File: config.mk
export PLATFORM = sky130hd
export DESIGN_NAME = deflate_splice_strip_last_align
export DESIGN_NICKNAME = d
export VERILOG_FILES = /design/src/design/dsla_pkg.sv /design/src/design/deflate_splice_strip_last_align.sv
export VERILOG_INCLUDE_DIRS = /design/src /design/src/design
export SDC_FILE = /design/constraint.sdc
export NUM_CORES = 1
export LEC_CHECK = 0
export BUFFER_PORTS_ARGS = -buffer_cell sky130_fd_sc_hd__buf_2
export CAP_MARGIN = 20
export CORE_MARGIN = 2
export CORE_UTILIZATION = 50
export CTS_BUF_LIST = sky130_fd_sc_hd__clkbuf_16
export CTS_CLUSTER_SIZE = 30
export DETAILED_ROUTE_END_ITERATION = 7
export PLACE_DENSITY = 0.67
export SYNTH_ARGS = -nofsm -noshare
export SYNTH_HDL_FRONTEND = slang
export SYNTH_SLANG_ARGS = --single-unit
File: constraint.sdc
create_clock -name clk -period 6.95 [get_ports clk]
set_input_delay 0.695 -clock clk [delete_from_list [all_inputs] [get_ports clk]]
set_output_delay 0.695 -clock clk [all_outputs]
set_load 0.005 [all_outputs]
File: src/design/deflate_splice_strip_last_align_macros.svh
// Assertion macros shared by the deflate splice block.
`ifndef DEFLATE_SPLICE_STRIP_LAST_ALIGN_MACROS_SVH
`define DEFLATE_SPLICE_STRIP_LAST_ALIGN_MACROS_SVH

// Checks a consequent in the same cycle as its antecedent.
`define DSLA_ASSERT_NOW(label, ante, cons, msg) \
  label: assert property (@(posedge clk) disable iff (!rst_n) (ante) |-> (cons)) \
    else $error(msg);

// Checks a consequent in the cycle after its antecedent.
`define DSLA_ASSERT_NEXT(label, ante, cons, msg) \
  label: assert property (@(posedge clk) disable iff (!rst_n) (ante) |=> (cons)) \
    else $error(msg);

`endif

File: src/design/dsla_pkg.sv
// Constants and padding tables for the deflate splice block.
package dsla_pkg;

  localparam int unsigned TAIL_BYTES = 8;
  localparam int unsigned CFG_DATA_W = 35;
  localparam int unsigned CFG_IDX_W  = 2;

  localparam logic [CFG_IDX_W-1:0] CFG_START_BIT     = 2'd0;
  localparam logic [CFG_IDX_W-1:0] CFG_LAST_BIT      = 2'd1;
  localparam logic [CFG_IDX_W-1:0] CFG_STOP_BIT      = 2'd2;
  localparam logic [CFG_IDX_W-1:0] CFG_OBJECT_LENGTH = 2'd3;

  localparam logic [7:0] BYTE_08 = 8'h08;
  localparam logic [7:0] BYTE_20 = 8'h20;
  localparam logic [7:0] BYTE_80 = 8'h80;
  localparam logic [7:0] BYTE_FF = 8'hff;
  localparam logic [7:0] BYTE_00 = 8'h00;

  // Number of words sent for an unaligned stop byte, the byte included.
  function automatic logic [2:0] pad_count(input logic [2:0] off);
    logic [2:0] cnt;
    case (off) inside
      3'd2:    cnt = 3'd4;
      3'd4:    cnt = 3'd3;
      3'd6:    cnt = 3'd2;
      3'd7:    cnt = 3'd6;
      default: cnt = 3'd5;
    endcase
    return cnt;
  endfunction

  // The stop byte itself, with the marker bit set where the offset asks for it.
  function automatic logic [7:0] pad_first(input logic [2:0] off, input logic [7:0] b);
    logic [7:0] res;
    case (off) inside
      3'd2:    res = b | BYTE_08;
      3'd4:    res = b | BYTE_20;
      3'd6:    res = b | BYTE_80;
      default: res = b;
    endcase
    return res;
  endfunction

  // Padding word k (k >= 1) that follows the stop byte.
  function automatic logic [7:0] pad_byte(input logic [2:0] off, input logic [2:0] k);
    logic [7:0] res;
    res = BYTE_00;
    case (off) inside
      3'd2: begin
        case (k) inside
          3'd1:    res = BYTE_20;
          3'd2:    res = BYTE_80;
          default: res = BYTE_00;
        endcase
      end
      3'd4: begin
        case (k) inside
          3'd1:    res = BYTE_80;
          default: res = BYTE_00;
        endcase
      end
      3'd6: begin
        res = BYTE_00;
      end
      3'd7: begin
        case (k) inside
          3'd4, 3'd5: res = BYTE_FF;
          default:    res = BYTE_00;
        endcase
      end
      default: begin
        case (k) inside
          3'd3, 3'd4: res = BYTE_FF;
          default:    res = BYTE_00;
        endcase
      end
    endcase
    return res;
  endfunction

endpackage

File: src/design/deflate_splice_strip_last_align.sv
// Top level of the deflate splice block: strips the gzip header, clears the final-block
// flag, pads an unaligned stop byte and reports the trailer CRC and length.
// The block takes one object byte per cycle while in_ready is high. Each accepted byte
// is classified combinationally against its position and becomes a job of zero to six
// words; a job then leaves through the single result register at one word per cycle while
// out_ready is high. Bytes that give zero or one word therefore flow at one byte per cycle,
// while the unaligned stop byte holds the input until its padding burst of 2 to 6 words
// has left on the result port. The final object byte gives a word with has_byte low,
// tail_done high and the trailer fields, after which the position starts again at zero.
`include "deflate_splice_strip_last_align_macros.svh"

module deflate_splice_strip_last_align (
  input  logic                               clk,
  input  logic                               rst_n,
  input  logic                               cfg_wr_en,
  input  logic [dsla_pkg::CFG_IDX_W-1:0]     cfg_index,
  input  logic [dsla_pkg::CFG_DATA_W-1:0]    cfg_data,
  input  logic                               in_valid,
  output logic                               in_ready,
  input  logic [7:0]                         in_byte,
  output logic                               out_valid,
  input  logic                               out_ready,
  output logic                               out_has_byte,
  output logic [7:0]                         out_byte,
  output logic                               out_run_last,
  output logic                               out_tail_done,
  output logic [31:0]                        out_tail_crc,
  output logic [31:0]                        out_tail_isize
);

  logic [31:0] start_byte_r;
  logic [31:0] last_byte_r;
  logic [2:0]  last_off_r;
  logic [31:0] stop_byte_r;
  logic [2:0]  stop_off_r;
  logic [31:0] obj_len_r;

  logic [31:0] pos_r;
  logic [31:0] pos_nxt;
  logic [7:0]  tail_r   [dsla_pkg::TAIL_BYTES];
  logic [7:0]  tail_nxt [dsla_pkg::TAIL_BYTES];

  logic        job_valid_r;
  logic [2:0]  job_cnt_r;
  logic [2:0]  job_idx_r;
  logic [7:0]  job_byte_r;
  logic [2:0]  job_off_r;
  logic        job_done_r;
  logic [31:0] job_crc_r;
  logic [31:0] job_isize_r;

  logic        out_valid_r;
  logic        out_has_byte_r;
  logic [7:0]  out_byte_r;
  logic        out_run_last_r;
  logic        out_tail_done_r;
  logic [31:0] out_tail_crc_r;
  logic [31:0] out_tail_isize_r;

  logic        job_take;
  logic        job_last;
  logic        job_end;
  logic        in_fire;

  logic [2:0]  cnt_now;
  logic [7:0]  first_now;
  logic        done_now;
  logic        cap_now;
  logic [31:0] tail_idx;
  logic [31:0] pos_inc;

  logic [7:0]  elem_byte;

  // Configuration writes.
  always_ff @(posedge clk) begin
    if (!rst_n) begin
      start_byte_r <= '0;
      last_byte_r  <= '0;
      last_off_r   <= '0;
      stop_byte_r  <= '0;
      stop_off_r   <= '0;
      obj_len_r    <= '0;
    end else if (cfg_wr_en) begin
      case (cfg_index)
        dsla_pkg::CFG_START_BIT: begin
          start_byte_r <= cfg_data[34:3];
        end
        dsla_pkg::CFG_LAST_BIT: begin
          last_byte_r <= cfg_data[34:3];
          last_off_r  <= cfg_data[2:0];
        end
        dsla_pkg::CFG_STOP_BIT: begin
          stop_byte_r <= cfg_data[34:3];
          stop_off_r  <= cfg_data[2:0];
        end
        dsla_pkg::CFG_OBJECT_LENGTH: begin
          obj_len_r <= cfg_data[31:0];
        end
        default: begin
        end
      endcase
    end
  end

  // Handshake between the job register and the result register.
  assign job_take = job_valid_r && (!out_valid_r || out_ready);
  assign job_last = (job_idx_r == (job_cnt_r - 3'd1));
  assign job_end  = job_take && job_last;
  assign in_ready = !job_valid_r || job_end;
  assign in_fire  = in_valid && in_ready;

  assign pos_inc  = pos_r + 32'd1;
  assign tail_idx = pos_r + 32'(dsla_pkg::TAIL_BYTES) - obj_len_r;

  // Sort the incoming byte by its position.
  always_comb begin
    cnt_now   = 3'd0;
    first_now = in_byte;
    done_now  = 1'b0;
    cap_now   = 1'b0;
    pos_nxt   = pos_inc;
    if (pos_r < start_byte_r) begin
      cnt_now = 3'd0;
    end else if (pos_r < last_byte_r) begin
      cnt_now = 3'd1;
    end else if (pos_r == last_byte_r) begin
      cnt_now   = 3'd1;
      first_now = in_byte & ~(8'd1 << last_off_r);
    end else if (pos_r < stop_byte_r) begin
      cnt_now = 3'd1;
    end else if ((stop_off_r != 3'd0) && (pos_r == stop_byte_r)) begin
      cnt_now   = dsla_pkg::pad_count(stop_off_r);
      first_now = dsla_pkg::pad_first(stop_off_r, in_byte);
    end else begin
      cap_now = (pos_r < obj_len_r) && (tail_idx[31:3] == '0);
      if (pos_inc == obj_len_r) begin
        cnt_now  = 3'd1;
        done_now = 1'b1;
        pos_nxt  = '0;
      end
    end
  end

  // Trailer bytes with the current byte written through.
  always_comb begin
    for (int i = 0; i < dsla_pkg::TAIL_BYTES; i++) begin
      tail_nxt[i] = (cap_now && (tail_idx[2:0] == 3'(i))) ? in_byte : tail_r[i];
    end
  end

  always_ff @(posedge clk) begin
    if (!rst_n) begin
      pos_r <= '0;
    end else if (in_fire) begin
      pos_r <= pos_nxt;
    end
  end

  always_ff @(posedge clk) begin
    if (in_fire) begin
      tail_r <= tail_nxt;
    end
  end

  // Job register: one accepted byte and the words it gives.
  always_ff @(posedge clk) begin
    if (!rst_n) begin
      job_valid_r <= 1'b0;
      job_idx_r   <= '0;
    end else if (in_fire && (cnt_now != 3'd0)) begin
      job_valid_r <= 1'b1;
      job_idx_r   <= '0;
    end else if (job_end) begin
      job_valid_r <= 1'b0;
      job_idx_r   <= '0;
    end else if (job_take) begin
      job_idx_r <= job_idx_r + 3'd1;
    end
  end

  always_ff @(posedge clk) begin
    if (in_fire) begin
      job_cnt_r   <= cnt_now;
      job_byte_r  <= first_now;
      job_off_r   <= stop_off_r;
      job_done_r  <= done_now;
      job_crc_r   <= {tail_nxt[3], tail_nxt[2], tail_nxt[1], tail_nxt[0]};
      job_isize_r <= {tail_nxt[7], tail_nxt[6], tail_nxt[5], tail_nxt[4]};
    end
  end

  assign elem_byte = (job_idx_r == 3'd0) ? job_byte_r
                                         : dsla_pkg::pad_byte(job_off_r, job_idx_r);

  // Result register.
  always_ff @(posedge clk) begin
    if (!rst_n) begin
      out_valid_r <= 1'b0;
    end else if (job_take) begin
      out_valid_r <= 1'b1;
    end else if (out_ready) begin
      out_valid_r <= 1'b0;
    end
  end

  always_ff @(posedge clk) begin
    if (job_take) begin
      out_has_byte_r   <= !job_done_r;
      out_byte_r       <= job_done_r ? dsla_pkg::BYTE_00 : elem_byte;
      out_run_last_r   <= job_last;
      out_tail_done_r  <= job_done_r;
      out_tail_crc_r   <= job_done_r ? job_crc_r : '0;
      out_tail_isize_r <= job_done_r ? job_isize_r : '0;
    end
  end

  assign out_valid      = out_valid_r;
  assign out_has_byte   = out_has_byte_r;
  assign out_byte       = out_byte_r;
  assign out_run_last   = out_run_last_r;
  assign out_tail_done  = out_tail_done_r;
  assign out_tail_crc   = out_tail_crc_r;
  assign out_tail_isize = out_tail_isize_r;

  `DSLA_ASSERT_NOW(a_job_idx_range, job_valid_r, job_idx_r < job_cnt_r,
    "job word index past its count")
  `DSLA_ASSERT_NOW(a_done_word, out_valid_r && out_tail_done_r,
    !out_has_byte_r && out_run_last_r, "trailer word carries a byte or is not last")
  `DSLA_ASSERT_NEXT(a_pos_restart, in_fire && done_now, pos_r == '0,
    "position did not restart after the final byte")
  `DSLA_ASSERT_NEXT(a_job_hold, job_valid_r && !job_take,
    job_valid_r && $stable(job_idx_r), "stalled job changed")

endmodule
---- Word level (Yosys, flattened, before mapping) ----
Index checks and enable logic that the tools add are counted.
word-level totals
  word-level logic and storage cells ...... 157
  memories ................................ 0
  output and inout port bits .............. 77
  latch bits .............................. 0
  bits in read-only memories .............. 0
  bits in writable memories ............... 0
  register bits after elaboration ......... 389
cells by class
  div/mod/pow operators ................... 0
  equal/unequal tests ..................... 27
  multipliers ............................. 0
  bitwise gates (word level) .............. 3
  muxes and demuxes ....................... 52
  reduce and logical (&&, ||, !) cells .... 35
  order comparisons ....................... 4
  add/sub/neg operators ................... 5
  shifts and indexed selects .............. 1
operators with widths
  operator                 number
  $mux W8                  26
  $mux W32                 6
  $lt A32 B32 Y1           4
  $eq A32 B32 Y1           3
  $eq A3 B3 Y1 const B     12
  $add A32 B1 Y32 const B  1
  $add A32 B4 Y32 const B  1
  $sub A32 B32 Y32         1
  $logic_not A29 Y1        1
  $mux W3                  8
  $eq A3 B2 Y1 const B     6
  $logic_and A1 B1 Y1      14
  $mux W1                  11
  $and A8 B8 Y8            1
  $not A8 Y8               1
  $reduce_and A2 Y1        4
  $shl A1 B3 Y8 const A    1
  $eq A3 B1 Y1 const B     2
  $logic_not A3 Y1         2
  $reduce_bool A3 Y1       2
  $reduce_or A5 Y1         1
  $eq A2 B2 Y1 const B     2
  $reduce_bool A2 Y1       2
  $reduce_or A2 Y1         2
  other kinds (10)         13

---- Depth between registers and ports, before layout ----
Gate-level depths: netlist of the first run.
  depth in word-level cells ............... 13
  gate-level depth with buffers ........... 16
  mapped depth without buffers ............ 16

---- Worst setup path before layout of the first run ----
OpenSTA, ideal clock, no wires.
  path type ............................... input-to-reg
  from .................................... input out_ready
  to ...................................... register job_crc_r[15], enable pin
  stages .................................. 10
  required time ........................... 6.567 ns
  setup time .............................. 0.383 ns
  slack ................................... 1.254 ns
  arrival time ............................ 5.313 ns
  cell sequence ........................... nand2b_1 -> and2_1 -> clkbuf_1 -> nand2_1 -> nand2_1 -> nand2_1 -> clkinv_1 -> and3_1 -> or4b_4 -> nor3_1
between the ends
  longest elaborated chain between the ends .. 5
RTL lines
  item                    RTL line                                text
  start: declaration      deflate_splice_strip_last_align.sv:22   input logic out_ready,
  $logic_or A1 B1 Y1      deflate_splice_strip_last_align.sv:106  assign job_take = job_valid_r && (!out_valid_r || out_ready);
  $logic_and A1 B1 Y1     deflate_splice_strip_last_align.sv:106
  via job_take            deflate_splice_strip_last_align.sv:60   logic job_take;
  $logic_and A1 B1 Y1     deflate_splice_strip_last_align.sv:108  assign job_end = job_take && job_last;
  $logic_or A1 B1 Y1      deflate_splice_strip_last_align.sv:109  assign in_ready = !job_valid_r || job_end;
  via in_ready            deflate_splice_strip_last_align.sv:19   output logic in_ready,
  $logic_and A1 B1 Y1     deflate_splice_strip_last_align.sv:110  assign in_fire = in_valid && in_ready;
  end signal: assignment  deflate_splice_strip_last_align.sv:187  job_crc_r <= {tail_nxt[3], tail_nxt[2], tail_nxt[1], tail_nxt[0]};
  end: declaration        deflate_splice_strip_last_align.sv:49   logic [31:0] job_crc_r;
The timed path passes the listed nets, and every way through them passes these cells.
A chain may end at the register's enable or synchronous reset.

==> impl_results.html, run 1 <==
<table>
<tr><th>Metric</th><th>Value</th></tr>
<tr><th colspan="2">Outcome</th></tr>
<tr><td>Run status</td><td>complete, no violations</td></tr>
<tr><th colspan="2">Synthesis</th></tr>
<tr><td>Number of distinct library cells after synthesis</td><td>83</td></tr>
<tr><td>Primary FF master, synth</td><td>sky130_fd_sc_hd__dfxtp_1</td></tr>
<tr><td>Post-synth ARST share</td><td>0</td></tr>
<tr><td>Sequential fraction of the synthesis area</td><td>0.435</td></tr>
<tr><td>Mean post-synth cell area</td><td>~9.1 um^2</td></tr>
<tr><td>Yosys synthesis warning count</td><td>0</td></tr>
<tr><td>Count of flip-flops with a built-in enable after synthesis</td><td>~150</td></tr>
<tr><td>Post-Synthesis Cells</td><td>between 2,000 and 2,500</td></tr>
<tr><td>Mapped Area</td><td>18,500 um^2</td></tr>
<tr><td>Number of storage elements in the synthesis netlist</td><td>between 300 and 400</td></tr>
<tr><td>Nets in the synthesized netlist</td><td>~2,300</td></tr>
<tr><th colspan="2">Global route</th></tr>
<tr><td>GR Overflow Total</td><td>0</td></tr>
<tr><td>Initial antenna violation count</td><td>0</td></tr>
<tr><td>Overall Global Routing Usage</td><td>0.260</td></tr>
<tr><td>Number of global-route vias before repair</td><td>approximately 14,000</td></tr>
<tr><td>Wire length of the first global-routing pass</td><td>78,500 um</td></tr>
<tr><td>Maximum number of pins on one net before global-route repair</td><td>between 80 and 90</td></tr>
<tr><th colspan="2">Layout</th></tr>
<tr><td>Synthesis-to-finish area growth</td><td>11.4%</td></tr>
<tr><td>Most frequent cells in the layout</td><td>sky130_fd_sc_hd__nand2_1, sky130_fd_sc_hd__a21oi_1, sky130_fd_sc_hd__inv_1, sky130_fd_sc_hd__dfxtp_1, sky130_fd_sc_hd__ha_1</td></tr>
<tr><td>Share of layout cells above drive strength 1</td><td>0.101</td></tr>
<tr><td>Antenna cells</td><td>0</td></tr>
<tr><td>Final layout net count</td><td>around 2,400</td></tr>
<tr><td>Commonest non-fill, non-tap cell in the layout</td><td>sky130_fd_sc_hd__nand2_1</td></tr>
<tr><th colspan="2">Timing</th></tr>
<tr><td>Final setup fails</td><td>0</td></tr>
<tr><td>Worst-case clock skew</td><td>0.0320 ns</td></tr>
<tr><td>Crit share post-route</td><td>0.794</td></tr>
<tr><td>Minimum clock period after layout</td><td>about 5.5 ns</td></tr>
<tr><td>Fin worst setup slack</td><td>around 1.4 ns</td></tr>
<tr><td>Hold violation count in the final report</td><td>0</td></tr>
<tr><td>RSZ-0062 raised after global routing</td><td>false</td></tr>
<tr><td>Transition time of the tightest slew-check pin</td><td>around 0.99 ns</td></tr>
<tr><td>Final-report max-slew violation count</td><td>0</td></tr>
<tr><td>Max-slew headroom</td><td>0.338</td></tr>
<tr><td>Highest achievable clock rate</td><td>0.181 GHz</td></tr>
<tr><td>Final setup TNS</td><td>0 ns</td></tr>
<tr><th colspan="2">Setup path</th></tr>
<tr><td>WS Path Type</td><td>reg -&gt; reg</td></tr>
<tr><td>Max stage delay cell, worst path</td><td>sky130_fd_sc_hd__nor3_1</td></tr>
<tr><td>Worst-path cell chain</td><td>inv_1 &gt; fa_1 &gt; and2b_1 &gt; a211oi_1 &gt; nand2_1 &gt; xnor2_1 &gt; or4_1 &gt; or4_1 &gt; nor4_1 &gt; nand4_1 &gt; or4b_4 &gt; nor3_1</td></tr>
<tr><td>Top fanout value on the critical path</td><td>16</td></tr>
<tr><td>Kind of end point of the critical path</td><td>register</td></tr>
<tr><td>Logic depth of the worst setup path including buffers</td><td>12</td></tr>
<tr><td>Data required, critical path</td><td>around 7.1 ns</td></tr>
<tr><td>Max stage delay on crit path</td><td>0.74 ns</td></tr>
<tr><td>Element type at the critical path start</td><td>register</td></tr>
<tr><td>Crit path buffers/inverters</td><td>1</td></tr>
<tr><td>Cell count of the worst reg-to-reg path</td><td>12</td></tr>
<tr><td>Most common cell type on the critical path</td><td>sky130_fd_sc_hd__or4_1</td></tr>
<tr><td>Top cell family by delay on the critical path</td><td>simple AND/OR/NAND/NOR gates</td></tr>
<tr><td>Worst path arrival time</td><td>between 5 and 6 ns</td></tr>
<tr><th colspan="2">Power and ir drop</th></tr>
<tr><td>Reported net switching power</td><td>~0.0012 W</td></tr>
<tr><td>Clock network fraction of total power</td><td>0.407</td></tr>
<tr><td>Maximum vdd drop</td><td>~180 uV</td></tr>
<tr><td>Power density over cell area</td><td>approximately 220 nW/um^2</td></tr>
<tr><td>Fraction of power consumed by sequential logic</td><td>0.472</td></tr>
<tr><td>Combinational Power Share</td><td>0.121</td></tr>
<tr><td>Cell leakage power</td><td>7.94 nW</td></tr>
<tr><td>Switching fraction of total power</td><td>0.260</td></tr>
<tr><td>Cell Int Power</td><td>between 0.003 and 0.004 W</td></tr>
<tr><th colspan="2">Hold path</th></tr>
<tr><td>Min-Delay Path Class</td><td>in -&gt; reg</td></tr>
<tr><td>Worst hold stages</td><td>3</td></tr>
<tr><th colspan="2">Place</th></tr>
<tr><td>Post-Place Setup Slack</td><td>~1.5 ns</td></tr>
<tr><td>Post-DP HPWL</td><td>approximately 38,000 um</td></tr>
<tr><td>Final RePlAce weighted congestion</td><td>0.897</td></tr>
<tr><td>Number of buffer cells added on primary ports</td><td>around 130</td></tr>
<tr><th colspan="2">Die</th></tr>
<tr><td>Initial cell density of the core</td><td>0.507</td></tr>
<tr><td>Number of ports placed on the die boundary</td><td>~130</td></tr>
<tr><td>Area of the die</td><td>between 30,000 and 40,000 um^2</td></tr>
<tr><td>Site Rows</td><td>70</td></tr>
<tr><td>Std-Cell Core Area</td><td>around 37,000 um^2</td></tr>
<tr><td>Die Wd</td><td>196 um</td></tr>
<tr><td>DIE HEIGHT</td><td>roughly 200 um</td></tr>
<tr><th colspan="2">Routing</th></tr>
<tr><td>First-pass detailed-route iteration total</td><td>8</td></tr>
<tr><td>DRC violation count after routing</td><td>0</td></tr>
<tr><td>DRC marker count from the first detailed-route iteration</td><td>870</td></tr>
<tr><td>Detail-routed net length per standard cell</td><td>around 19 um</td></tr>
<tr><td>Antenna viol nets, final</td><td>0</td></tr>
<tr><td>Via count</td><td>~15,000</td></tr>
<tr><td>WL final</td><td>roughly 50,000 um</td></tr>
<tr><td>Via-per-instance ratio</td><td>5.63</td></tr>
<tr><th colspan="2">Clocking</th></tr>
<tr><td>Register clock-pin slew on the reported worst setup and hold paths</td><td>0.06 ns</td></tr>
<tr><td>Clock latency at the later pin of the worst-skew pair</td><td>about 0.56 ns</td></tr>
<tr><td>Number of H-tree levels</td><td>2</td></tr>
<tr><td>Setup fix buffers added after clock tree synthesis</td><td>0</td></tr>
<tr><td>Number of resized instances in the post-cts repair step</td><td>0</td></tr>
<tr><td>Number of buffers created by CTS</td><td>35</td></tr>
<tr><td>TritonCTS clock tree</td><td>built</td></tr>
<tr><td>Longest Clk Path Bufs</td><td>3</td></tr>
<tr><td>Post-cts hold buffer count</td><td>0</td></tr>
<tr><td>Root buffer cell</td><td>sky130_fd_sc_hd__clkbuf_16</td></tr>
<tr><td>Clock net sink count</td><td>around 330</td></tr>
<tr><th colspan="2">Run</th></tr>
<tr><td>Max-cap viol count</td><td>0</td></tr>
</table>
state kept, by name, indices dropped and copies added, names as in the netlist, 8 cells and up:
register        flops
last_byte_r        32
obj_len_r          32
job_byte_r          8
out_tail_isize     32
stop_byte_r        32
start_byte_r       32
out_tail_crc       32
tail_r             58
out_byte            8
pos_r              32
tightest hold or removal path, delay by kind of cell:
family | cells | cell delay (ns)
buffers and inverters | 1 | 0.12
AND/OR/NAND/NOR | 1 | 0.05
AO/OA/AOI/OAI | 1 | 0.05
layer usage:
metal,part of all wire,wire [um],up-vias,global-route usage
met5,0,0,-,0
met4,0.038,1910,0,0.104
met3,0.060,2980,95,0.0445
met2,0.46,22800,469,0.421
met1,0.44,22100,6958,0.348
li1,-,-,7255,-
power groups by stage:
| stage | Sequential, W | Clock [W] | Combinational, W |
|---|---|---|---|
| floorplan | 0.00216 | 0 | 0.000336 |
| global placement | 0.00216 | 0 | 0.000539 |
| detailed placement | 0.00216 | 0 | 0.000542 |
| CTS | 0.00212 | 0.00186 | 0.000545 |
| global route | 0.00212 | 0.00194 | 0.000601 |
| finish | 0.00212 | 0.00183 | 0.000545 |
Yosys cell counts, types with 4 or more instances:
| cell type | count | area (um^2) |
|---|---|---|
| sky130_fd_sc_hd__o31ai_1 | 7 | 52.6 |
| sky130_fd_sc_hd__a21oi_1 | 217 | 1090 |
| sky130_fd_sc_hd__ha_1 | 164 | 2050 |
| sky130_fd_sc_hd__nand4_1 | 47 | 294 |
| sky130_fd_sc_hd__nand3b_1 | 5 | 37.5 |
| sky130_fd_sc_hd__buf_2 | 14 | 70.1 |
| sky130_fd_sc_hd__nand3_1 | 51 | 255 |
| sky130_fd_sc_hd__nor3_1 | 27 | 135 |
| sky130_fd_sc_hd__inv_1 | 190 | 713 |
| sky130_fd_sc_hd__xnor2_1 | 62 | 543 |
| sky130_fd_sc_hd__dfxtp_1 | 171 | 3420 |
| sky130_fd_sc_hd__o211ai_1 | 6 | 45.0 |
| sky130_fd_sc_hd__fa_1 | 17 | 340 |
| sky130_fd_sc_hd__a211oi_1 | 11 | 82.6 |
| sky130_fd_sc_hd__mux2i_1 | 8 | 80.1 |
| sky130_fd_sc_hd__nand2_1 | 341 | 1280 |
| sky130_fd_sc_hd__a21o_1 | 21 | 158 |
| sky130_fd_sc_hd__or3_1 | 7 | 43.8 |
| sky130_fd_sc_hd__a31oi_1 | 15 | 93.8 |
| sky130_fd_sc_hd__o21ai_1 | 6 | 30.0 |
| sky130_fd_sc_hd__edfxtp_1 | 154 | 4620 |
| sky130_fd_sc_hd__and3_1 | 14 | 87.6 |
| sky130_fd_sc_hd__a2111oi_0 | 6 | 52.6 |
| sky130_fd_sc_hd__nand2b_1 | 18 | 113 |
| sky130_fd_sc_hd__nor4_1 | 17 | 106 |
| sky130_fd_sc_hd__nor3b_1 | 5 | 37.5 |
| sky130_fd_sc_hd__clkbuf_1 | 64 | 240 |
| sky130_fd_sc_hd__and4_1 | 8 | 70.1 |
| sky130_fd_sc_hd__or2_2 | 6 | 37.5 |
| sky130_fd_sc_hd__xor2_1 | 26 | 228 |
| sky130_fd_sc_hd__nor2b_1 | 27 | 169 |
| sky130_fd_sc_hd__o2111ai_1 | 6 | 52.6 |
| sky130_fd_sc_hd__o21a_1 | 8 | 60.1 |
| sky130_fd_sc_hd__o21ai_0 | 49 | 245 |
| sky130_fd_sc_hd__a311oi_1 | 4 | 35.0 |
| sky130_fd_sc_hd__or4_1 | 4 | 30.0 |
| sky130_fd_sc_hd__nor2_1 | 79 | 297 |
| sky130_fd_sc_hd__and2_1 | 78 | 488 |
logic make-up (layout without fill, tap and decap cells):
kind of cell,count (synthesis),after routing,share of synthesized area
XOR/XNOR,88,88,0.0416
multiplexers,9,9,0.00494
AO/OA/AOI/OAI,407,407,0.132
adder cells (fa/ha/maj),181,181,0.129
flip-flops,325,325,0.435
AND/OR/NAND/NOR,756,756,0.200
buffers and inverters,273,392,0.0571
stage by stage:
| step | total power [W] | cells | hold WS, ns | cell area, um^2 | util |
|---|---|---|---|---|---|
| global route | 0.00466 | 2626 | 0.407 | 20600 | 0.564 |
| finish | 0.00449 | 2626 | 0.406 | 20600 | 0.564 |
| detailed placement | 0.00270 | 2562 | 0.448 | 19500 | 0.534 |
| CTS | 0.00452 | 2626 | 0.384 | 20600 | 0.564 |
| global placement | 0.00270 | 2561 | 0.442 | 19500 | 0.533 |
| floorplan | 0.00249 | 2039 | 0.424 | 18500 | - |
area by class of cell:
class	count	area (um^2)
clock inverters	27	198
repair buffers	137	711
inverters	191	719
fillers	3225	15900
multi-input cells	1441	9420
well taps	468	586
clock buffers	37	926
flip-flops and latches	325	8050
final timing paths:
kind                    startpoint          endpoint  slack [ns]
setup / recovery          pos_r[5]        tail_r[49]        1.43
hold reg to reg   start_byte_r[17]  start_byte_r[17]        0.45
hold / removal         cfg_data[9]    last_byte_r[6]        0.41
setup reg to reg          pos_r[5]        tail_r[49]        1.43
No activity file was read; power rests on OpenSTA's default activity.
==> run 2, diff against run 1 <==
--- a/config.mk
+++ b/config.mk
@@ -6,6 +6,7 @@
 export SDC_FILE = /design/constraint.sdc
 export NUM_CORES = 1
 export LEC_CHECK = 0
+export ABC_AREA = 1
 export BUFFER_PORTS_ARGS = -buffer_cell sky130_fd_sc_hd__buf_2
 export CAP_MARGIN = 20
 export CORE_MARGIN = 2
@@ -13,7 +14,7 @@
 export CTS_BUF_LIST = sky130_fd_sc_hd__clkbuf_16
 export CTS_CLUSTER_SIZE = 30
 export DETAILED_ROUTE_END_ITERATION = 7
-export PLACE_DENSITY = 0.67
+export PLACE_DENSITY = 0.7
 export SYNTH_ARGS = -nofsm -noshare
 export SYNTH_HDL_FRONTEND = slang
 export SYNTH_SLANG_ARGS = --single-unit
==> constraint.sdc (replaced) <==
create_clock -name clk -period 4.7 [get_ports clk]
set_input_delay 0.47 -clock clk [delete_from_list [all_inputs] [get_ports clk]]
set_output_delay 0.47 -clock clk [all_outputs]
set_load 0.005 [all_outputs]
==> run 2 against run 1 <==
Compared with the run above:
- fmax rose by 33%
- non-clock buffer count up 21
- first-iteration DRC count grew 35%
- synthesized cell count increased by 14%
- clock skew is 0.015 ns lower
- clock-buffer cell count up 1
- critical endpoint is now tail_r[13]
==> impl_results.html, run 2 <==
<table>
<tr><th>Metric</th><th>Value</th></tr>
<tr><th colspan="2">Timing</th></tr>
<tr><td>Minimum clock period after layout</td><td>roughly 4.2 ns</td></tr>
<tr><td>Highest achievable clock rate</td><td>~0.24 GHz</td></tr>
<tr><td>Final setup fails</td><td>0</td></tr>
<tr><td>Final setup TNS</td><td>0 ns</td></tr>
<tr><td>Worst-case clock skew</td><td>around 0.017 ns</td></tr>
<tr><td>Transition time of the tightest slew-check pin</td><td>0.972 ns</td></tr>
<tr><td>Final-report max-slew violation count</td><td>0</td></tr>
<tr><td>Hold violation count in the final report</td><td>0</td></tr>
<tr><td>Max-slew headroom</td><td>0.352</td></tr>
<tr><td>Crit share post-route</td><td>0.885</td></tr>
<tr><td>RSZ-0062 raised after global routing</td><td>false</td></tr>
<tr><th colspan="2">Setup path</th></tr>
<tr><td>WS Path Type</td><td>reg -&gt; reg</td></tr>
<tr><td>Kind of end point of the critical path</td><td>register</td></tr>
<tr><td>Worst reg2reg endpoint</td><td>tail_r[13]</td></tr>
<tr><td>Cell count of the worst reg-to-reg path</td><td>18</td></tr>
<tr><td>Data required, critical path</td><td>a little under 5 ns</td></tr>
<tr><td>Top fanout value on the critical path</td><td>8</td></tr>
<tr><td>Max stage delay on crit path</td><td>roughly 0.5 ns</td></tr>
<tr><td>Worst-path cell chain</td><td>inv_2 &gt; ha_1 &gt; inv_1 &gt; ha_1 &gt; inv_1 &gt; fa_1 &gt; inv_1 &gt; nand3_1 &gt; nand2_1 &gt; nand2_1 &gt; nand2_1 &gt; nand4_1 &gt; nand3_1 &gt; a21oi_1 &gt; xor2_1 &gt; nor2_1 &gt; nand4_1 &gt; nor2_1</td></tr>
<tr><td>Worst R2R Setup Slack</td><td>0.54 ns</td></tr>
<tr><td>Timing startpoint of the critical path</td><td>pos_r[0]</td></tr>
<tr><td>Element type at the critical path start</td><td>register</td></tr>
<tr><td>CP endpoint</td><td>tail_r[13]</td></tr>
<tr><td>Max stage delay cell, worst path</td><td>sky130_fd_sc_hd__nor2_1</td></tr>
<tr><td>Worst path arrival time</td><td>4.33 ns</td></tr>
<tr><td>Worst R2R Start</td><td>pos_r[0]</td></tr>
<tr><th colspan="2">Clocking</th></tr>
<tr><td>Register clock-pin slew on the reported worst setup and hold paths</td><td>0.07 ns</td></tr>
<tr><td>Root buffer cell</td><td>sky130_fd_sc_hd__clkbuf_16</td></tr>
<tr><td>Number of resized instances in the post-cts repair step</td><td>0</td></tr>
<tr><td>TritonCTS clock tree</td><td>built</td></tr>
<tr><td>Number of H-tree levels</td><td>2</td></tr>
<tr><td>Setup fix buffers added after clock tree synthesis</td><td>0</td></tr>
<tr><td>Longest Clk Path Bufs</td><td>3</td></tr>
<tr><td>Post-cts hold buffer count</td><td>0</td></tr>
<tr><td>Clock net sink count</td><td>around 330</td></tr>
<tr><td>Clock latency at the later pin of the worst-skew pair</td><td>around 0.55 ns</td></tr>
<tr><td>Number of buffers created by CTS</td><td>36</td></tr>
<tr><th colspan="2">Synthesis</th></tr>
<tr><td>Count of flip-flops with a built-in enable after synthesis</td><td>between 150 and 200</td></tr>
<tr><td>Sequential fraction of the synthesis area</td><td>0.435</td></tr>
<tr><td>Count leader, synth</td><td>sky130_fd_sc_hd__nand2_1</td></tr>
<tr><td>Mean post-synth cell area</td><td>slightly below 8 um^2</td></tr>
<tr><td>Yosys synthesis warning count</td><td>0</td></tr>
<tr><td>Leading cell types by total area after synthesis</td><td>sky130_fd_sc_hd__edfxtp_1, sky130_fd_sc_hd__dfxtp_1, sky130_fd_sc_hd__ha_1</td></tr>
<tr><td>Cell type with the highest aggregate area in the netlist</td><td>sky130_fd_sc_hd__edfxtp_1</td></tr>
<tr><td>Number of storage elements in the synthesis netlist</td><td>roughly 330</td></tr>
<tr><td>Post-Synthesis Cells</td><td>about 2,300</td></tr>
<tr><td>Nets in the synthesized netlist</td><td>between 2,000 and 3,000</td></tr>
<tr><td>Number of distinct library cells after synthesis</td><td>41</td></tr>
<tr><td>Primary FF master, synth</td><td>sky130_fd_sc_hd__dfxtp_1</td></tr>
<tr><td>Yosys top cell area share</td><td>0.250</td></tr>
<tr><td>Mapped Area</td><td>around 19,000 um^2</td></tr>
<tr><td>Post-synth ARST share</td><td>0</td></tr>
<tr><td>Synth cell count leaders</td><td>sky130_fd_sc_hd__nand2_1, sky130_fd_sc_hd__inv_1, sky130_fd_sc_hd__a21oi_1, sky130_fd_sc_hd__o21ai_0, sky130_fd_sc_hd__dfxtp_1</td></tr>
<tr><th colspan="2">Global route</th></tr>
<tr><td>Wire length of the first global-routing pass</td><td>a little under 80,000 um</td></tr>
<tr><td>Maximum number of pins on one net before global-route repair</td><td>between 70 and 80</td></tr>
<tr><td>Initial antenna violation count</td><td>2</td></tr>
<tr><td>Overall Global Routing Usage</td><td>0.259</td></tr>
<tr><td>Number of global-route vias before repair</td><td>between 15,000 and 20,000</td></tr>
<tr><td>GR Overflow Total</td><td>0</td></tr>
<tr><th colspan="2">Routing</th></tr>
<tr><td>Via count</td><td>around 16,000</td></tr>
<tr><td>Detail-routed net length per standard cell</td><td>~17 um</td></tr>
<tr><td>WL final</td><td>approximately 50,000 um</td></tr>
<tr><td>DRC violation count after routing</td><td>0</td></tr>
<tr><td>Via-per-instance ratio</td><td>5.44</td></tr>
<tr><td>Antenna viol nets, final</td><td>0</td></tr>
<tr><td>DRC marker count from the first detailed-route iteration</td><td>roughly 1,200</td></tr>
<tr><td>First-pass detailed-route iteration total</td><td>6</td></tr>
<tr><th colspan="2">Layout</th></tr>
<tr><td>Antenna cells</td><td>0</td></tr>
<tr><td>Synthesis-to-finish area growth</td><td>12.6%</td></tr>
<tr><td>Most frequent cells in the layout</td><td>sky130_fd_sc_hd__nand2_1, sky130_fd_sc_hd__inv_1, sky130_fd_sc_hd__a21oi_1, sky130_fd_sc_hd__o21ai_0, sky130_fd_sc_hd__dfxtp_1</td></tr>
<tr><td>Non-filler instance count after layout</td><td>approximately 3,000</td></tr>
<tr><td>Final layout net count</td><td>2,699</td></tr>
<tr><td>Commonest non-fill, non-tap cell in the layout</td><td>sky130_fd_sc_hd__nand2_1</td></tr>
<tr><td>Flip-flop count of the largest register after layout</td><td>a little under 60</td></tr>
<tr><td>Share of layout cells above drive strength 1</td><td>0.0899</td></tr>
<tr><td>Register bank with the most flops</td><td>tail_r</td></tr>
<tr><td>Total of fill cells in the finished design</td><td>around 3,300</td></tr>
<tr><th colspan="2">Place</th></tr>
<tr><td>Number of buffer cells added on primary ports</td><td>126</td></tr>
<tr><td>Post-DP HPWL</td><td>between 30,000 and 40,000 um</td></tr>
<tr><td>Final RePlAce weighted congestion</td><td>around 0.94</td></tr>
<tr><td>Cell count after placement</td><td>between 2,000 and 3,000</td></tr>
<tr><th colspan="2">Die</th></tr>
<tr><td>Site Rows</td><td>70</td></tr>
<tr><td>DIE HEIGHT</td><td>approximately 200 um</td></tr>
<tr><td>Initial cell density of the core</td><td>0.507</td></tr>
<tr><td>Number of ports placed on the die boundary</td><td>between 100 and 150</td></tr>
<tr><td>Die Wd</td><td>196 um</td></tr>
<tr><td>Std-Cell Core Area</td><td>36,500 um^2</td></tr>
<tr><td>Area of the die</td><td>38,600 um^2</td></tr>
<tr><th colspan="2">Power and ir drop</th></tr>
<tr><td>Combinational Power Share</td><td>0.119</td></tr>
<tr><td>Switching fraction of total power</td><td>0.259</td></tr>
<tr><td>Cell leakage power</td><td>around 9.5 nW</td></tr>
<tr><td>Reported net switching power</td><td>about 0.0017 W</td></tr>
<tr><td>Fraction of power consumed by sequential logic</td><td>0.471</td></tr>
<tr><td>Cell Int Power</td><td>just under 0.005 W</td></tr>
<tr><td>Maximum vdd drop</td><td>250 uV</td></tr>
<tr><td>Clock network fraction of total power</td><td>0.411</td></tr>
<tr><td>Power density over cell area</td><td>about 310 nW/um^2</td></tr>
<tr><th colspan="2">Run</th></tr>
<tr><td>Max-cap viol count</td><td>0</td></tr>
<tr><th colspan="2">Outcome</th></tr>
<tr><td>Run status</td><td>complete, no violations</td></tr>
<tr><th colspan="2">Hold path</th></tr>
<tr><td>Min-Delay Path Class</td><td>in -&gt; reg</td></tr>
</table>
-- run 2: critical path: cells and delay by family (launching register included) --
kind	cells	cell delay (ns)
flops	1	0.40
buf+inv	4	0.43
xor+xnor	1	0.17
compound gates	1	0.09
simple gates	9	1.87
fa+ha+maj	3	0.80
-- run 2: logic make-up (layout without fill, tap and decap cells) --
group / count (synthesis) / count (layout) / synth area share
simple gates: 892 / 892 / 0.203
flops: 325 / 325 / 0.435
buf+inv: 427 / 586 / 0.0878
fa+ha+maj: 181 / 181 / 0.129
xor+xnor: 19 / 19 / 0.00899
compound gates: 490 / 490 / 0.136
-- run 2: through the flow --
step                      setup slack [ns]  cell area [um^2]  utilization  hold WS [ns]  total power, W
after floorplan                      0.334             18500            -         0.424         0.00365
after global placement               0.726             19700        0.540         0.445         0.00389
after detailed placement             0.655             19700        0.540         0.450         0.00390
after CTS                            0.624             20800        0.571         0.191         0.00658
after global routing                 0.252             20800        0.571         0.186         0.00680
final                                0.542             20800        0.571         0.201         0.00655
-- run 2: area by class of cell --
class | count | area, um^2 | share of cell area
clock inverters | 25 | 165 | 0.00792
flip-flops and latches | 325 | 8050 | 0.386
well taps | 468 | 586 | 0.0281
multi-input cells | 1582 | 8840 | 0.424
repair buffers | 158 | 883 | 0.0424
clock buffers | 38 | 951 | 0.0456
inverters | 365 | 1370 | 0.0657
-- run 2: worst min-delay path by stage --
| stage | slack, ns | endpoint | depth (start not counted) | start |
|---|---|---|---|---|
| after floorplan | 0.42 | out_tail_done | 0 | job_done_r |
| after global placement | 0.44 | start_byte_r[18] | 2 | start_byte_r[18] |
| after detailed placement | 0.45 | stop_byte_r[27] | 2 | stop_byte_r[27] |
| after CTS | 0.19 | tail_r[39] | 1 | in_byte[7] |
| after global routing | 0.19 | tail_r[39] | 1 | in_byte[7] |
| final | 0.20 | tail_r[7] | 1 | in_byte[7] |
-- run 2: metal layers --
| layer | GRT usage | wire length (um) | share of wire |
|---|---|---|---|
| met1 | 0.319 | 21100 | 0.42 |
| met2 | 0.453 | 23800 | 0.47 |
| met3 | 0.0387 | 3160 | 0.063 |
| met5 | 0 | 13 | 0.00026 |
| met4 | 0.106 | 2020 | 0.040 |
-- run 2: power groups by stage --
| stage | combinational, W | sequential, W | clock [W] |
|---|---|---|---|
| 2_1_floorplan | 0.000516 | 0.00314 | 0 |
| 3_3_place_gp | 0.000750 | 0.00314 | 0 |
| 3_5_place_dp | 0.000761 | 0.00314 | 0 |
| 4_1_cts | 0.000768 | 0.00308 | 0.00273 |
| 5_1_grt | 0.000872 | 0.00309 | 0.00284 |
| 6_report | 0.000776 | 0.00308 | 0.00269 |
==> run 3, diff against run 2 <==
--- a/config.mk
+++ b/config.mk
@@ -11,7 +11,6 @@
 export CAP_MARGIN = 20
 export CORE_MARGIN = 2
 export CORE_UTILIZATION = 50
-export CTS_BUF_LIST = sky130_fd_sc_hd__clkbuf_16
 export CTS_CLUSTER_SIZE = 30
 export DETAILED_ROUTE_END_ITERATION = 7
 export PLACE_DENSITY = 0.7
==> run 3 against run 2 <==
Compared with the run above:
- utilization is 0.19 points higher
- setup slack better by 0.034 ns
- clock skew is 0.0011 ns higher
- critical endpoint unchanged
- sequential power hardly changed
- sequential share of layout area is 0.13 points lower
- first-iteration DRC count is 4.9% lower
- sequential cell count stayed put
==> impl_results.html, run 3 (synthesized netlist as in run 2, its figures left out) <==
<table>
<tr><th>Metric</th><th>Value</th></tr>
<tr><th colspan="2">Outcome</th></tr>
<tr><td>Run status</td><td>complete, no violations</td></tr>
<tr><th colspan="2">Power and ir drop</th></tr>
<tr><td>Power density over cell area</td><td>320 nW/um^2</td></tr>
<tr><td>Cell leakage power</td><td>9.45 nW</td></tr>
<tr><td>Maximum vdd drop</td><td>approximately 250 uV</td></tr>
<tr><th colspan="2">Layout</th></tr>
<tr><td>Synthesis-to-finish area growth</td><td>13.0%</td></tr>
<tr><td>Multi-input gate area in the final layout</td><td>around 8800 um^2</td></tr>
<tr><td>Area taken by flip-flops and latches</td><td>8050 um^2</td></tr>
<tr><td>Commonest non-fill, non-tap cell in the layout</td><td>sky130_fd_sc_hd__nand2_1</td></tr>
<tr><td>Total of fill cells in the finished design</td><td>3,301</td></tr>
<tr><td>Share of layout cells above drive strength 1</td><td>0.0927</td></tr>
<tr><td>Flip-flop count of the largest register after layout</td><td>58</td></tr>
<tr><td>Antenna cells</td><td>0</td></tr>
<tr><td>Most frequent cells in the layout</td><td>sky130_fd_sc_hd__nand2_1, sky130_fd_sc_hd__inv_1, sky130_fd_sc_hd__a21oi_1, sky130_fd_sc_hd__o21ai_0, sky130_fd_sc_hd__dfxtp_1</td></tr>
<tr><td>Register bank with the most flops</td><td>tail_r</td></tr>
<tr><td>Util after Layout</td><td>0.573</td></tr>
<tr><td>Final layout net count</td><td>about 2,700</td></tr>
<tr><th colspan="2">Global route</th></tr>
<tr><td>GR Overflow Total</td><td>0</td></tr>
<tr><td>Wire length of the first global-routing pass</td><td>a little under 80,000 um</td></tr>
<tr><td>Initial antenna violation count</td><td>2</td></tr>
<tr><td>Overall Global Routing Usage</td><td>0.259</td></tr>
<tr><td>Maximum number of pins on one net before global-route repair</td><td>between 70 and 80</td></tr>
<tr><td>Number of global-route vias before repair</td><td>between 15,000 and 20,000</td></tr>
<tr><th colspan="2">Place</th></tr>
<tr><td>Final RePlAce weighted congestion</td><td>about 0.94</td></tr>
<tr><td>Number of buffer cells added on primary ports</td><td>about 130</td></tr>
<tr><td>Post-Place Setup Slack</td><td>approximately 0.66 ns</td></tr>
<tr><td>Post-DP HPWL</td><td>between 30,000 and 40,000 um</td></tr>
<tr><th colspan="2">Setup path</th></tr>
<tr><td>Timing startpoint of the critical path</td><td>pos_r[0]</td></tr>
<tr><td>Cell count of the worst reg-to-reg path</td><td>18</td></tr>
<tr><td>Data required, critical path</td><td>roughly 4.9 ns</td></tr>
<tr><td>Worst reg2reg endpoint</td><td>tail_r[13]</td></tr>
<tr><td>Worst path arrival time</td><td>roughly 4.3 ns</td></tr>
<tr><td>Element type at the critical path start</td><td>register</td></tr>
<tr><td>WS Path Type</td><td>reg -&gt; reg</td></tr>
<tr><td>CP endpoint</td><td>tail_r[13]</td></tr>
<tr><td>Worst R2R Setup Slack</td><td>around 0.58 ns</td></tr>
<tr><td>Kind of end point of the critical path</td><td>register</td></tr>
<tr><td>Worst R2R Start</td><td>pos_r[0]</td></tr>
<tr><td>Top fanout value on the critical path</td><td>8</td></tr>
<tr><th colspan="2">Timing</th></tr>
<tr><td>Minimum clock period after layout</td><td>between 4 and 5 ns</td></tr>
<tr><td>Max-slew headroom</td><td>0.340</td></tr>
<tr><td>Transition time of the tightest slew-check pin</td><td>about 1 ns</td></tr>
<tr><td>WHS</td><td>0.201 ns</td></tr>
<tr><td>RSZ-0062 raised after global routing</td><td>false</td></tr>
<tr><td>Final setup TNS</td><td>0 ns</td></tr>
<tr><td>Hold violation count in the final report</td><td>0</td></tr>
<tr><td>Final setup fails</td><td>0</td></tr>
<tr><td>Highest achievable clock rate</td><td>between 0.2 and 0.25 GHz</td></tr>
<tr><td>Worst-case clock skew</td><td>0.0182 ns</td></tr>
<tr><td>Final-report max-slew violation count</td><td>0</td></tr>
<tr><td>Crit share post-route</td><td>0.877</td></tr>
<tr><td>Fin worst setup slack</td><td>0.576 ns</td></tr>
<tr><th colspan="2">Routing</th></tr>
<tr><td>Via-per-instance ratio</td><td>5.44</td></tr>
<tr><td>Via count</td><td>around 16,000</td></tr>
<tr><td>First-pass detailed-route iteration total</td><td>7</td></tr>
<tr><td>Highest metal layer with signal wires</td><td>met5</td></tr>
<tr><td>Routed length on met2</td><td>23,900 um</td></tr>
<tr><td>DRC violation count after routing</td><td>0</td></tr>
<tr><td>Metal1 wirelength</td><td>21,200 um</td></tr>
<tr><td>DRC marker count from the first detailed-route iteration</td><td>roughly 1,100</td></tr>
<tr><td>WL final</td><td>about 50,000 um</td></tr>
<tr><td>Antenna viol nets, final</td><td>0</td></tr>
<tr><td>Detail-routed net length per standard cell</td><td>approximately 17 um</td></tr>
<tr><td>Sum of met3 wire segment lengths after detailed routing</td><td>around 3000 um</td></tr>
<tr><th colspan="2">Clocking</th></tr>
<tr><td>Number of resized instances in the post-cts repair step</td><td>0</td></tr>
<tr><td>Number of buffers created by CTS</td><td>36</td></tr>
<tr><td>Clock latency at the later pin of the worst-skew pair</td><td>between 0.5 and 0.6 ns</td></tr>
<tr><td>TritonCTS clock tree</td><td>built</td></tr>
<tr><td>Setup fix buffers added after clock tree synthesis</td><td>0</td></tr>
<tr><td>Register clock-pin slew on the reported worst setup and hold paths</td><td>approximately 0.070 ns</td></tr>
<tr><td>Clock net sink count</td><td>325</td></tr>
<tr><td>Longest Clk Path Bufs</td><td>3</td></tr>
<tr><td>Post-cts hold buffer count</td><td>0</td></tr>
<tr><td>Root buffer cell</td><td>sky130_fd_sc_hd__clkbuf_16</td></tr>
<tr><td>Number of H-tree levels</td><td>2</td></tr>
<tr><th colspan="2">Die</th></tr>
<tr><td>Initial cell density of the core</td><td>0.507</td></tr>
<tr><td>Number of ports placed on the die boundary</td><td>approximately 130</td></tr>
<tr><td>DIE HEIGHT</td><td>a little under 200 um</td></tr>
<tr><td>Die Wd</td><td>between 150 and 200 um</td></tr>
<tr><td>Std-Cell Core Area</td><td>between 30,000 and 40,000 um^2</td></tr>
<tr><td>Area of the die</td><td>roughly 39,000 um^2</td></tr>
<tr><td>Site Rows</td><td>70</td></tr>
<tr><th colspan="2">Hold path</th></tr>
<tr><td>Min-Delay Path Class</td><td>in -&gt; reg</td></tr>
<tr><th colspan="2">Run</th></tr>
<tr><td>Max-cap viol count</td><td>0</td></tr>
</table>
[run 3: changes by cell type in the layout (fill, tap and decap cells not counted), sizes merged]
cell    change
clkbuf     +18
inv        -11
clkinv      -7
[run 3: metal layers]
layer / vias up / global-route usage
li1: 7978 / -
met1: 7434 / 0.320
met2: 574 / 0.453
met3: 124 / 0.0387
met4: 2 / 0.106
met5: - / 0
[run 3: cell type report]
class                           count  area share
Clock inverter                      7     0.00467
Tap cell                          468      0.0280
Multi-Input combinational cell   1582       0.423
Clock buffer                       56      0.0521
Sequential cell                   325       0.385
Inverter                          365      0.0655
Timing Repair Buffer              158      0.0422
[run 3: critical path, stage by stage, from the launching register on]
cell                      delay, ns
sky130_fd_sc_hd__dfxtp_1       0.40
sky130_fd_sc_hd__inv_2         0.13
sky130_fd_sc_hd__ha_1          0.20
sky130_fd_sc_hd__inv_1         0.09
sky130_fd_sc_hd__ha_1          0.22
sky130_fd_sc_hd__inv_1         0.07
sky130_fd_sc_hd__fa_1          0.37
sky130_fd_sc_hd__inv_1         0.14
sky130_fd_sc_hd__nand3_1       0.12
sky130_fd_sc_hd__nand2_1       0.15
sky130_fd_sc_hd__nand2_1       0.06
sky130_fd_sc_hd__nand2_1       0.15
sky130_fd_sc_hd__nand4_1       0.13
sky130_fd_sc_hd__nand3_1       0.15
sky130_fd_sc_hd__a21oi_1       0.09
sky130_fd_sc_hd__xor2_1        0.17
sky130_fd_sc_hd__nor2_1        0.42
sky130_fd_sc_hd__nand4_1       0.19
sky130_fd_sc_hd__nor2_1        0.48
[run 3: how the worst min path moves through the flow]
stage                     start  slack [ns]               end  cells past startpoint
6_report             in_byte[7]        0.20         tail_r[7]                      1
5_1_grt              in_byte[7]        0.19        tail_r[39]                      1
4_1_cts              in_byte[7]        0.19        tail_r[39]                      1
3_5_place_dp    stop_byte_r[27]        0.45   stop_byte_r[27]                      2
3_3_place_gp   start_byte_r[18]        0.44  start_byte_r[18]                      2
2_1_floorplan        job_done_r        0.42     out_tail_done                      0
[run 3: per-stage QoR]
stage                     total power, W  cell area (um^2)  std cells
after floorplan                  0.00365             18500       2334
after global placement           0.00389             19700       2898
after detailed placement         0.00390             19700       2898
after CTS                        0.00672             20900       2961
after global routing             0.00694             20900       2961
final                            0.00669             20900       2961
[run 3: where the power goes]
part / leakage, nW / internal (W) / switching [W]
clock network: 0.576 / 0.00170 / 0.00113
registers: 2.81 / 0.00304 / 0.0000373
logic: 6.06 / 0.000240 / 0.000537
